==> config.mk <==
export PLATFORM = sky130hd
export DESIGN_NAME = ones_complement_checksum_stream
export DESIGN_NICKNAME = d
export VERILOG_FILES = /design/src/hdl/csum_pkg.sv /design/src/hdl/ones_complement_checksum_stream.sv /design/src/hdl/csum_acc.sv /design/src/hdl/csum_fold.sv
export SDC_FILE = /design/constraint.sdc
export NUM_CORES = 1
export LEC_CHECK = 0
export BUFFER_PORTS_ARGS = -buffer_cell sky130_fd_sc_hd__clkbuf_2
export CAP_MARGIN = 20
export CORE_MARGIN = 8
export CORE_UTILIZATION = 63
export DETAILED_ROUTE_END_ITERATION = 16
export PLACE_DENSITY = 0.84
export SETUP_SLACK_MARGIN = 0.1
export SYNTH_ARGS = -nofsm -noshare
export SYNTH_HDL_FRONTEND = slang
export SYNTH_SLANG_ARGS = --single-unit
==> constraint.sdc <==
create_clock -name clock -period 7.9 [get_ports clock]
set_clock_uncertainty 0.1 [all_clocks]
set_input_delay 2.37 -clock clock [delete_from_list [all_inputs] [get_ports clock]]
set_output_delay 2.37 -clock clock [all_outputs]
set_load 0.01 [all_outputs]
==> src/hdl/csum_pkg.sv <==
// Shared types and constants for the ones-complement checksum stream.
// No dependencies; imported by every module of the block.
package csum_pkg;

   localparam logic [7:0] UDP_PROTO  = 8'h11;
   localparam logic [7:0] LEN_OFFSET = 8'd8;

   typedef struct packed {
      logic [7:0] data_byte;
      logic       last;
   } csum_req_type;

   typedef struct packed {
      logic [15:0] plain_checksum;
      logic [15:0] udp_checksum;
      logic [15:0] byte_count;
   } csum_rsp_type;

   // finished packet handed from the accumulator to the fold pipeline
   typedef struct packed {
      logic [31:0] sum;
      logic [15:0] count;
   } csum_fin_type;

endpackage

==> src/hdl/ones_complement_checksum_stream.sv <==
// Ones-complement (Internet) checksum over a byte stream, plain and UDP-adjusted.
// Throughput: one byte per cycle while req_stall is low.
// Result path: the last byte's sum passes the holding register, the fold stage
// and the output register, each of which back-pressure can hold.
// Reset: synchronous, active high; clears sum, count, valids; word phase set to high.
module ones_complement_checksum_stream
   import csum_pkg::*;
(
   input  logic         clock,
   input  logic         reset,
   input  logic         req_valid,
   output logic         req_stall,
   input  csum_req_type req_data,
   output logic         rsp_valid,
   input  logic         rsp_stall,
   output csum_rsp_type rsp_data
);

   logic         fin_valid;
   logic         fin_take;
   csum_fin_type fin;

   csum_acc u_acc (
      .clock     (clock),
      .reset     (reset),
      .req_valid (req_valid),
      .req_stall (req_stall),
      .req_data  (req_data),
      .fin_valid (fin_valid),
      .fin       (fin),
      .fin_take  (fin_take)
   );

   csum_fold u_fold (
      .clock     (clock),
      .reset     (reset),
      .fin_valid (fin_valid),
      .fin       (fin),
      .fin_take  (fin_take),
      .rsp_valid (rsp_valid),
      .rsp_stall (rsp_stall),
      .rsp_data  (rsp_data)
   );

   // a last beat always leaves a finished packet waiting
   assert property (@(posedge clock) disable iff (reset)
      req_valid && !req_stall && req_data.last |=> fin_valid)
      else $error("last beat did not produce a finished packet");

   assert property (@(posedge clock) disable iff (reset)
      fin_take |-> fin_valid)
      else $error("fold stage took an empty holding register");

   // every packet holds at least its last byte
   assert property (@(posedge clock) disable iff (reset)
      rsp_valid |-> rsp_data.byte_count != 16'd0)
      else $error("result beat with zero byte count");

endmodule

==> src/hdl/csum_acc.sv <==
// Byte accumulator: 32-bit end-around-carry sum, saturating byte count, word phase.
// Depends on csum_pkg; hands each finished packet on through a holding register.
module csum_acc
   import csum_pkg::*;
(
   input  logic         clock,
   input  logic         reset,
   input  logic         req_valid,
   output logic         req_stall,
   input  csum_req_type req_data,
   output logic         fin_valid,
   output csum_fin_type fin,
   input  logic         fin_take
);

   logic [31:0]  sum_ff, sum_in;
   logic [15:0]  count_ff, count_in;
   logic         high_ff;
   logic         fin_valid_ff;
   csum_fin_type fin_ff;
   logic         take;
   logic [31:0]  addend;
   logic [32:0]  wide;

   assign req_stall = fin_valid_ff && !fin_take;
   assign take      = req_valid && !req_stall;
   assign fin_valid = fin_valid_ff;
   assign fin       = fin_ff;

   always_comb begin
      addend   = high_ff ? {16'd0, req_data.data_byte, 8'd0} : {24'd0, req_data.data_byte};
      wide     = {1'b0, sum_ff} + {1'b0, addend};
      // carry out of bit 31 wraps back in at bit 0
      sum_in   = wide[31:0] + {31'd0, wide[32]};
      count_in = (count_ff == 16'hFFFF) ? count_ff : count_ff + 16'd1;
   end

   always_ff @(posedge clock) begin
      if (reset) begin
         sum_ff       <= '0;
         count_ff     <= '0;
         high_ff      <= 1'b1;
         fin_valid_ff <= 1'b0;
      end else begin
         if (take) begin
            if (req_data.last) begin
               sum_ff   <= '0;
               count_ff <= '0;
               high_ff  <= 1'b1;
            end else begin
               sum_ff   <= sum_in;
               count_ff <= count_in;
               high_ff  <= !high_ff;
            end
         end
         if (take && req_data.last) begin
            fin_valid_ff <= 1'b1;
         end else if (fin_take) begin
            fin_valid_ff <= 1'b0;
         end
      end
   end

   always_ff @(posedge clock) begin
      if (take && req_data.last) begin
         fin_ff.sum   <= sum_in;
         fin_ff.count <= count_in;
      end
   end

endmodule

==> src/hdl/csum_fold.sv <==
// Two-stage fold pipeline: UDP adjustment, 16-bit folds, inversion, output register.
// Depends on csum_pkg; fed by csum_acc.
module csum_fold
   import csum_pkg::*;
(
   input  logic         clock,
   input  logic         reset,
   input  logic         fin_valid,
   input  csum_fin_type fin,
   output logic         fin_take,
   output logic         rsp_valid,
   input  logic         rsp_stall,
   output csum_rsp_type rsp_data
);

   localparam logic [32:0] UdpAdjust = 33'(UDP_PROTO) - 33'(LEN_OFFSET);

   logic         s1_valid_ff;
   logic [16:0]  plain_ff, plain_in;
   logic [32:0]  udp_ff, udp_in;
   logic [15:0]  count_ff;
   logic         out_valid_ff;
   csum_rsp_type rsp_ff, rsp_in;
   logic         out_load;
   logic [16:0]  p2;
   logic [17:0]  u1;
   logic [16:0]  u2;
   logic [16:0]  u3;

   assign out_load  = s1_valid_ff && (!out_valid_ff || !rsp_stall);
   assign fin_take  = fin_valid && (!s1_valid_ff || out_load);
   assign rsp_valid = out_valid_ff;
   assign rsp_data  = rsp_ff;

   always_comb begin
      plain_in = {1'b0, fin.sum[15:0]} + {1'b0, fin.sum[31:16]};
      udp_in   = {1'b0, fin.sum} + {17'd0, fin.count} + UdpAdjust;
   end

   always_comb begin
      p2 = {1'b0, plain_ff[15:0]} + {16'd0, plain_ff[16]};
      // up to three folds for the 33-bit UDP sum
      u1 = {2'd0, udp_ff[15:0]} + {1'b0, udp_ff[32:16]};
      u2 = {1'b0, u1[15:0]} + {15'd0, u1[17:16]};
      u3 = {1'b0, u2[15:0]} + {16'd0, u2[16]};
      rsp_in.plain_checksum = ~p2[15:0];
      rsp_in.udp_checksum   = ~u3[15:0];
      rsp_in.byte_count     = count_ff;
   end

   always_ff @(posedge clock) begin
      if (reset) begin
         s1_valid_ff  <= 1'b0;
         out_valid_ff <= 1'b0;
      end else begin
         if (fin_take) begin
            s1_valid_ff <= 1'b1;
         end else if (out_load) begin
            s1_valid_ff <= 1'b0;
         end
         if (out_load) begin
            out_valid_ff <= 1'b1;
         end else if (!rsp_stall) begin
            out_valid_ff <= 1'b0;
         end
      end
   end

   always_ff @(posedge clock) begin
      if (fin_take) begin
         plain_ff <= plain_in;
         udp_ff   <= udp_in;
         count_ff <= fin.count;
      end
      if (out_load) begin
         rsp_ff <= rsp_in;
      end
   end

endmodule

==> results of run 1 <==
## stage by stage
stage	util	instances	power [mW]	cell area, um^2
after floorplan	-	1267	1.55	13200
after global placement	0.661	1571	1.63	13700
after detailed placement	0.661	1571	1.64	13700
after CTS	0.694	1611	2.62	14400
after global routing	0.694	1611	2.70	14400
final	0.694	1611	2.61	14400
## worst max-delay path by stage
| stage | end | startpoint | slack (ps) |
|---|---|---|---|
| 2_1_floorplan | u_fold.rsp_data[0] | rsp_stall | 1380 |
| 3_3_place_gp | u_acc.sum_ff[22] | req_data[1] | 960 |
| 3_5_place_dp | u_acc.fin[43] | req_data[1] | 800 |
| 4_1_cts | u_acc.sum_ff[22] | req_data[1] | 1310 |
| 5_1_grt | u_acc.fin[43] | req_data[1] | 910 |
| 6_report | u_acc.fin[43] | req_data[1] | 1260 |
## per-layer routing
layer | wire, um | up-vias | track usage | share of wire
li1 | - | 4834 | - | -
met1 | 12500 | 4711 | 0.275 | 0.41
met2 | 14700 | 366 | 0.401 | 0.48
met3 | 1870 | 91 | 0.0320 | 0.061
met4 | 1540 | 0 | 0.122 | 0.050
met5 | 0 | - | 0 | 0
## critical path, cell delays in order
cell and delay [ps]:
sky130_fd_sc_hd__clkbuf_2 80, sky130_fd_sc_hd__nor2b_1 120, sky130_fd_sc_hd__ha_1 220, sky130_fd_sc_hd__inv_1 80
sky130_fd_sc_hd__fa_1 410, sky130_fd_sc_hd__and2b_1 280, sky130_fd_sc_hd__o2111ai_2 170, sky130_fd_sc_hd__a21o_1 260
sky130_fd_sc_hd__a21o_1 270, sky130_fd_sc_hd__a21oi_1 180, sky130_fd_sc_hd__and3_1 230, sky130_fd_sc_hd__ha_1 190
sky130_fd_sc_hd__nand3_1 110, sky130_fd_sc_hd__a21oi_1 260, sky130_fd_sc_hd__and2_1 220, sky130_fd_sc_hd__nand4_2 200
sky130_fd_sc_hd__nor3_2 410, sky130_fd_sc_hd__and2_1 400, sky130_fd_sc_hd__nand2_1 110, sky130_fd_sc_hd__xor2_1 160
## report_power, final
part           internal, mW  total (mW)  switching [mW]
sequential             1.25        1.28          0.0255
clock                 0.563       0.987           0.424
combinational         0.133       0.348           0.215
## cells by family after synthesis
logic type      count (synthesis)
mux                             8
xor+xnor                      144
flops                         214
compound gates                276
fa+ha+maj                      94
simple gates                  446
buf+inv                        85
## state kept, by name, indices dropped and copies added (netlist names)
signal	flops
u_acc.fin_valid	1
u_fold.rsp_data	48
u_fold.s1_valid_ff	1
u_fold.count_ff	16
u_acc.fin	48
u_acc.count_ff	16
u_fold.rsp_valid	1
u_acc.high_ff	1
u_fold.plain_ff	17
u_fold.udp_ff	33
u_acc.sum_ff	32
## cell usage after synthesis, drive strengths merged (4+ instances only)
cell type / instances / area (um^2)
edfxtp: 162 / 4860
nor2: 104 / 390
xnor2: 96 / 841
ha: 89 / 1110
nand2: 78 / 293
a21oi: 68 / 344
dfxtp: 52 / 1040
nand3: 51 / 260
xor2: 48 / 420
inv: 44 / 165
o21ai: 43 / 219
a22oi: 29 / 218
clkbuf: 29 / 109
nand4: 27 / 181
and2: 26 / 163
and3: 25 / 156
nor2b: 23 / 144
nor3: 21 / 126
nand2b: 20 / 133
a21o: 19 / 143
a211oi: 13 / 113
buf: 12 / 68.8
a31oi: 11 / 75.1
nor4: 11 / 98.8
or3: 11 / 68.8
o21bai: 10 / 75.1
a2111oi: 8 / 115
nor3b: 8 / 65.1
o21a: 8 / 60.1
and4: 7 / 61.3
mux2i: 7 / 70.1
nand3b: 7 / 52.6
o211ai: 7 / 52.6
or2: 7 / 43.8
o31ai: 6 / 45.0
a211o: 5 / 43.8
a21boi: 5 / 37.5
fa: 5 / 100
a31o: 4 / 35.0
a32o: 4 / 41.3
nor4b: 4 / 41.3
o2111ai: 4 / 41.3
## placed cells by master (no fill, tap or decap), types with 44 or more instances in the layout
cell,instances
sky130_fd_sc_hd__clkbuf_2,62
sky130_fd_sc_hd__nand3_1,50
sky130_fd_sc_hd__dfxtp_1,52
sky130_fd_sc_hd__inv_1,44
sky130_fd_sc_hd__xor2_1,48
sky130_fd_sc_hd__edfxtp_1,162
sky130_fd_sc_hd__xnor2_1,96
sky130_fd_sc_hd__ha_1,89
sky130_fd_sc_hd__a21oi_1,67
sky130_fd_sc_hd__nand2_1,78
sky130_fd_sc_hd__nor2_1,104
## layout make-up
type	count	area [um^2]	share of cell area
Clock buffer	29	628	0.0436
Multi-Input combinational cell	968	6930	0.481
Sequential cell	214	5910	0.410
Tap cell	275	344	0.0239
Timing Repair Buffer	70	370	0.0257
Inverter	44	165	0.0115
Clock inverter	11	67.6	0.00469
==> run metrics, run 1 <==
cell area after synthesis 13,200 um^2; worst relative slew slack 0.429; reported leakage power 5.40 nW; CTS Buf Count 22; final hold violations 0; number of global-route vias before repair 9,870; Worst Hold Path Cells 0; Placeable Area 20,800 um^2; placer congestion estimate around 0.95; number of vias in the routed layout 10,000; overall routed net length 30,600 um; share of the yosys chip area belonging to registers 0.448; Clock Tree Buf Depth 3; EDFF count, synth 162; worst hold margin roughly 320 ps; violation count after the first detailed-routing iteration 831; number of fill cells in the layout 1,484; wire length of the first global-routing pass a little under 50,000 um; compound-cell area share of the yosys netlist 0.148; critical path fanouts, max 11; Vias/cell 6.21; CTS root buf sky130_fd_sc_hd__clkbuf_16; mux contribution to synthesized area 0.00618; power density of the placed cells 181 nW/um^2; register-to-register path setup slack 1450 ps; drc violations 0; pre-CTS setup slack 803 ps; pin count of the biggest net entering global routing 67; total routing usage reported by global routing 0.231; area added between synthesis and finish 9.45%; fraction of final layout cells with drive strength greater than 1 0.105; Post-CTS Setup Bufs 0; distinct cell type count after synthesis 92; share of flip-flops with an asynchronous set or reset 0; shortest clock period the worst path allows after layout 6640 ps; critical path data required time 8030 ps; combinational family with the most area after synthesis simple AND/OR/NAND/NOR gates; register bit total from synthesis 214; Fmax achieved 0.151 GHz; Total Negative Setup Slacks 0 ps; unrepaired setup endpoints after global routing false; Mapped Avg Cell Area 10.4 um^2; simple-gate share of the synthesized area 0.184; # rows 53; depth of the most critical reg-to-reg path 24; Setup CP Type in2reg; worst reg2reg path startpoint u_fold.udp_ff[4]; Post-Synth Adder-Cell Area 0.0922; routed length per instance 19.0 um; number of nets in the layout 1,427; Slew Limit Fails 0; clk sink count 214; antenna viol nets, final 0; arrival time of the worst setup path 6770 ps; CTS tree yes; warnings from Yosys 0; Hold Path Origin u_fold.count_ff[7]; total of cells resized after clock tree synthesis 0; worst-case vdd ir drop ~0.00011 V; clk_lat worst skew 510 ps; Port Buffers 62; launching element type of the critical path input pin; net count after synthesis approximately 1,400; final setup violation count 0; cell count after synthesis approximately 1,300; run status finished, final reports clean; hold crit path type reg2reg; Die Outline Area ~26,000 um^2; remaining global-route overflow 0; DP HPWL about 22,000 um; endpoint with the worst hold slack u_fold.rsp_data[7]; area share of xor/xnor cells in the synthesized design 0.0958; number of buffers added to fix hold violations after cts 0; Die Wd 161 um; worst r2r dst u_fold.rsp_data[28]; number of antenna violations at the first check in global routing 0; number of max-capacitance violations reported 0; clock-pin slew of the registers on the worst-case setup and hold paths about 60 ps; prevailing post-synth register cell sky130_fd_sc_hd__edfxtp_1; first drt pass iteration count 6; H-tree Lvls 1; IO Pins 63; kind of end point of the critical path flop; Final Worst Setup Slack approximately 1300 ps; Initial Util 0.634; Vert. Die Dim 161 um; part of the cycle the worst path needs 0.841; measured slew at the worst slew-check pin ~860 ps; antenna fix cells 0
Power figures use the tool's default switching activity.
==> inputs of run 2 (changes only) <==
--- a/config.mk
+++ b/config.mk
@@ -5,12 +5,13 @@
 export SDC_FILE = /design/constraint.sdc
 export NUM_CORES = 1
 export LEC_CHECK = 0
+export ABC_AREA = 1
 export BUFFER_PORTS_ARGS = -buffer_cell sky130_fd_sc_hd__clkbuf_2
 export CAP_MARGIN = 20
 export CORE_MARGIN = 8
-export CORE_UTILIZATION = 63
+export CORE_UTILIZATION = 57
 export DETAILED_ROUTE_END_ITERATION = 16
-export PLACE_DENSITY = 0.84
+export PLACE_DENSITY = 0.81
 export SETUP_SLACK_MARGIN = 0.1
 export SYNTH_ARGS = -nofsm -noshare
 export SYNTH_HDL_FRONTEND = slang
==> constraint.sdc (replaced) <==
create_clock -name clock -period 5.35 [get_ports clock]
set_clock_uncertainty 0.1 [all_clocks]
set_input_delay 1.605 -clock clock [delete_from_list [all_inputs] [get_ports clock]]
set_output_delay 1.605 -clock clock [all_outputs]
set_load 0.01 [all_outputs]
==> run 2 against run 1 <==
- sequential share of layout area down 4.6 points
- hold slack better by 4.2 ps
- count of clock-buffer cells in the layout down 2
- combinational power up 83%
- register-to-register slack worse by 1400 ps
==> run metrics, run 2 <==
run status finished, final reports clean (unchanged); number of antenna violations at the first check in global routing 0 (unchanged); grt met1 use 0.270 (was 0.275); number of buffers added to fix hold violations after cts 0 (unchanged); number of nets in the layout 2,065 (was 1,427); final core utilization 0.666 (was 0.694); antenna fix cells 0 (unchanged); warnings from Yosys 0 (unchanged); Die Outline Area 30,200 um^2 (was 25,800 um^2); total power 4.19 mW (was 2.61 mW); clk sink count 214 (unchanged); area added between synthesis and finish 14.3% (was 9.45%); drc violations 0 (unchanged); cell area after synthesis 14,200 um^2 (was 13,200 um^2); critical path fanouts, max 5 (was 11); GRT met3 Usage 0.0253 (was 0.0320); Clock Tree Buf Depth 3 (unchanged); share of the yosys chip area belonging to registers 0.416 (was 0.448); Vias/cell 5.47 (was 6.21); hold crit path type reg2reg (unchanged); part of the cycle the worst path needs 0.988; CTS tree yes (unchanged); leading post-synthesis cells by instance count 566 x sky130_fd_sc_hd__nand2_1, 269 x sky130_fd_sc_hd__inv_1, 162 x sky130_fd_sc_hd__edfxtp_1 (was 162 x sky130_fd_sc_hd__edfxtp_1, 104 x sky130_fd_sc_hd__nor2_1, 96 x sky130_fd_sc_hd__xnor2_1); GRT busiest layer met2 (unchanged); Vert. Die Dim 174 um (was 161 um); most frequent standard cell in the layout excluding fill and tap cells sky130_fd_sc_hd__nand2_1 (was sky130_fd_sc_hd__edfxtp_1); M2 GR Usage 0.413 (was 0.401); clock-pin slew of the registers on the worst-case setup and hold paths 70 ps (was 60 ps); H-tree Lvls 1 (unchanged); final hold violations 0 (unchanged); share of flip-flops with an asynchronous set or reset 0 (unchanged); violation count after the first detailed-routing iteration 1,017 (was 831); # rows 57 (was 53); cell count after synthesis 1,848 (was 1,267); number of max-capacitance violations reported 0 (unchanged); first drt pass iteration count 6 (unchanged); prevailing post-synth register cell sky130_fd_sc_hd__edfxtp_1 (unchanged); most common cell type on the critical path sky130_fd_sc_hd__nand2_1; EDFF count, synth 162 (unchanged); overall routed net length 36,000 um (was 30,600 um); number of global-route vias before repair 12,000 (was 9,870); commonest cells after routing, fill and taps aside 556 x sky130_fd_sc_hd__nand2_1, 265 x sky130_fd_sc_hd__inv_1, 162 x sky130_fd_sc_hd__edfxtp_1 (was 162 x sky130_fd_sc_hd__edfxtp_1, 104 x sky130_fd_sc_hd__nor2_1, 96 x sky130_fd_sc_hd__xnor2_1); Finished Cell Area 16,200 um^2 (was 14,400 um^2); net count after synthesis 1,955 (was 1,374); Initial Util 0.582 (was 0.634); CTS root buf sky130_fd_sc_hd__clkbuf_16 (unchanged); number of vias in the routed layout 12,600 (was 10,000); arrival time of the worst setup path 5450 ps (was 6770 ps); measured slew at the worst slew-check pin 937 ps (was 857 ps); pin count of the biggest net entering global routing 50 (was 67); Die Wd 174 um (was 161 um); total buffers and inverters traversed by the critical path 2 (unchanged); number of fill cells in the layout 1,962 (was 1,484); worst relative slew slack 0.375 (was 0.429); top cell type's share of synthesized area 0.343 (was 0.369); max incr delay on CP 420 ps (was 410 ps); final setup violation count 0 (unchanged); Crit-path slowest cell sky130_fd_sc_hd__edfxtp_1 (was sky130_fd_sc_hd__fa_1); placed instance area 15,000 um^2 (was 13,700 um^2); fraction of final layout cells with drive strength greater than 1 0.138 (was 0.105); Placeable Area 24,400 um^2 (was 20,800 um^2); post-synthesis cell type with the largest combined area sky130_fd_sc_hd__edfxtp_1 (unchanged); DP HPWL 27,000 um (was 22,200 um); wire length of the first global-routing pass 57,700 um (was 49,300 um); reported leakage power 7.27 nW (was 5.40 nW); most instantiated library cell after synthesis sky130_fd_sc_hd__nand2_1 (was sky130_fd_sc_hd__edfxtp_1); Mapped Avg Cell Area 7.68 um^2 (was 10.4 um^2); shortest clock period the worst path allows after layout 5290 ps; IO Pins 63 (unchanged); Port Buffers 62 (unchanged); Fmax achieved 0.189 GHz; Slew Limit Fails 0 (unchanged); kind of end point of the critical path flop (unchanged); launching element type of the critical path flop (was input pin); register bit total from synthesis 214 (unchanged); distinct cell type count after synthesis 46 (was 92); clk_lat worst skew 520 ps (was 510 ps); Worst path top cell family by delay simple AND/OR/NAND/NOR gates (unchanged); power density of the placed cells 258 nW/um^2 (was 181 nW/um^2); remaining global-route overflow 0 (unchanged); routed length per instance 15.7 um (was 19.0 um); antenna viol nets, final 0 (unchanged); placer congestion estimate 0.978 (was 0.951); worst-case vdd ir drop 0.000204 V (was 0.000112 V); Setup CP Type reg2reg (was in2reg); ranking of synthesized cells by area sky130_fd_sc_hd__edfxtp_1 34%, sky130_fd_sc_hd__nand2_1 15%, sky130_fd_sc_hd__ha_1 7.8%, sky130_fd_sc_hd__dfxtp_1 7.3%, sky130_fd_sc_hd__inv_1 7.1% (was sky130_fd_sc_hd__edfxtp_1 37%, sky130_fd_sc_hd__ha_1 8.5%, sky130_fd_sc_hd__dfxtp_1 7.9%, sky130_fd_sc_hd__xnor2_1 6.4%, sky130_fd_sc_hd__xor2_1 3.2%); total routing usage reported by global routing 0.229 (was 0.231); unrepaired setup endpoints after global routing true (was false); critical path data required time 5510 ps (was 8030 ps); CTS Buf Count 23 (was 22)
run 2: layout make-up:
type | instances | area [um^2] | share of cell area
clock buffers | 27 | 611 | 0.0376
clock inverters | 15 | 175 | 0.0108
inverters | 289 | 1080 | 0.0668
multi-input cells | 1327 | 7430 | 0.458
flip-flops and latches | 214 | 5910 | 0.364
well taps | 324 | 405 | 0.0250
repair buffers | 103 | 622 | 0.0383
run 2: logic make-up (layout without fill, tap and decap cells):
logic type | count (synthesis) | count (layout) | share of synthesized area
flops | 214 | 214 | 0.416
buf+inv | 307 | 434 | 0.0815
simple gates | 978 | 978 | 0.299
compound gates | 171 | 171 | 0.0653
fa+ha+maj | 94 | 94 | 0.0855
xor+xnor | 84 | 84 | 0.0523
run 2: final timing paths:
path	start	endpoint	slack [ps]	cells after the start
worst max-delay path	u_fold.udp_ff[19]	u_fold.rsp_data[31]	60	35
worst min-delay path	u_fold.count_ff[6]	u_fold.rsp_data[6]	320	0
worst max register to register	u_fold.udp_ff[19]	u_fold.rsp_data[31]	60	35
worst min register to register	u_fold.count_ff[6]	u_fold.rsp_data[6]	320	0
run 2: through the flow:
stage | cells | setup slack [ps] | hold slack, ps | TNS (ps)
6_report | 2299 | 63.7 | 321 | 0
3_3_place_gp | 2239 | 0.894 | 304 | 0
2_1_floorplan | 1848 | 358 | 300 | 0
3_5_place_dp | 2239 | -205 | 308 | -1550
5_1_grt | 2299 | -228 | 323 | -1120
4_1_cts | 2285 | 103 | 321 | 0
run 2: timing repair:
action                     in CTS  in global routing
setup endpoints to repair       6                 32
buffers inserted                4                 14
pin swaps                       7                 42
gates resized for setup        15                 49
run 2: report_power, final:
group / switching [mW] / total [mW] / internal, mW / leakage, nW
combinational: 0.418 / 0.638 / 0.221 / 4.98
sequential: 0.0447 / 1.91 / 1.86 / 1.91
clock: 0.674 / 1.65 / 0.972 / 0.383
total: 1.14 / 4.19 / 3.05 / 7.27
run 2: per-layer routing:
layer  wire length, um  vias to the layer above
li1                  -                     6223
met1             14500                     5829
met2             17800                      414
met3              2080                      105
met4              1590                        0
met5                 0                        -
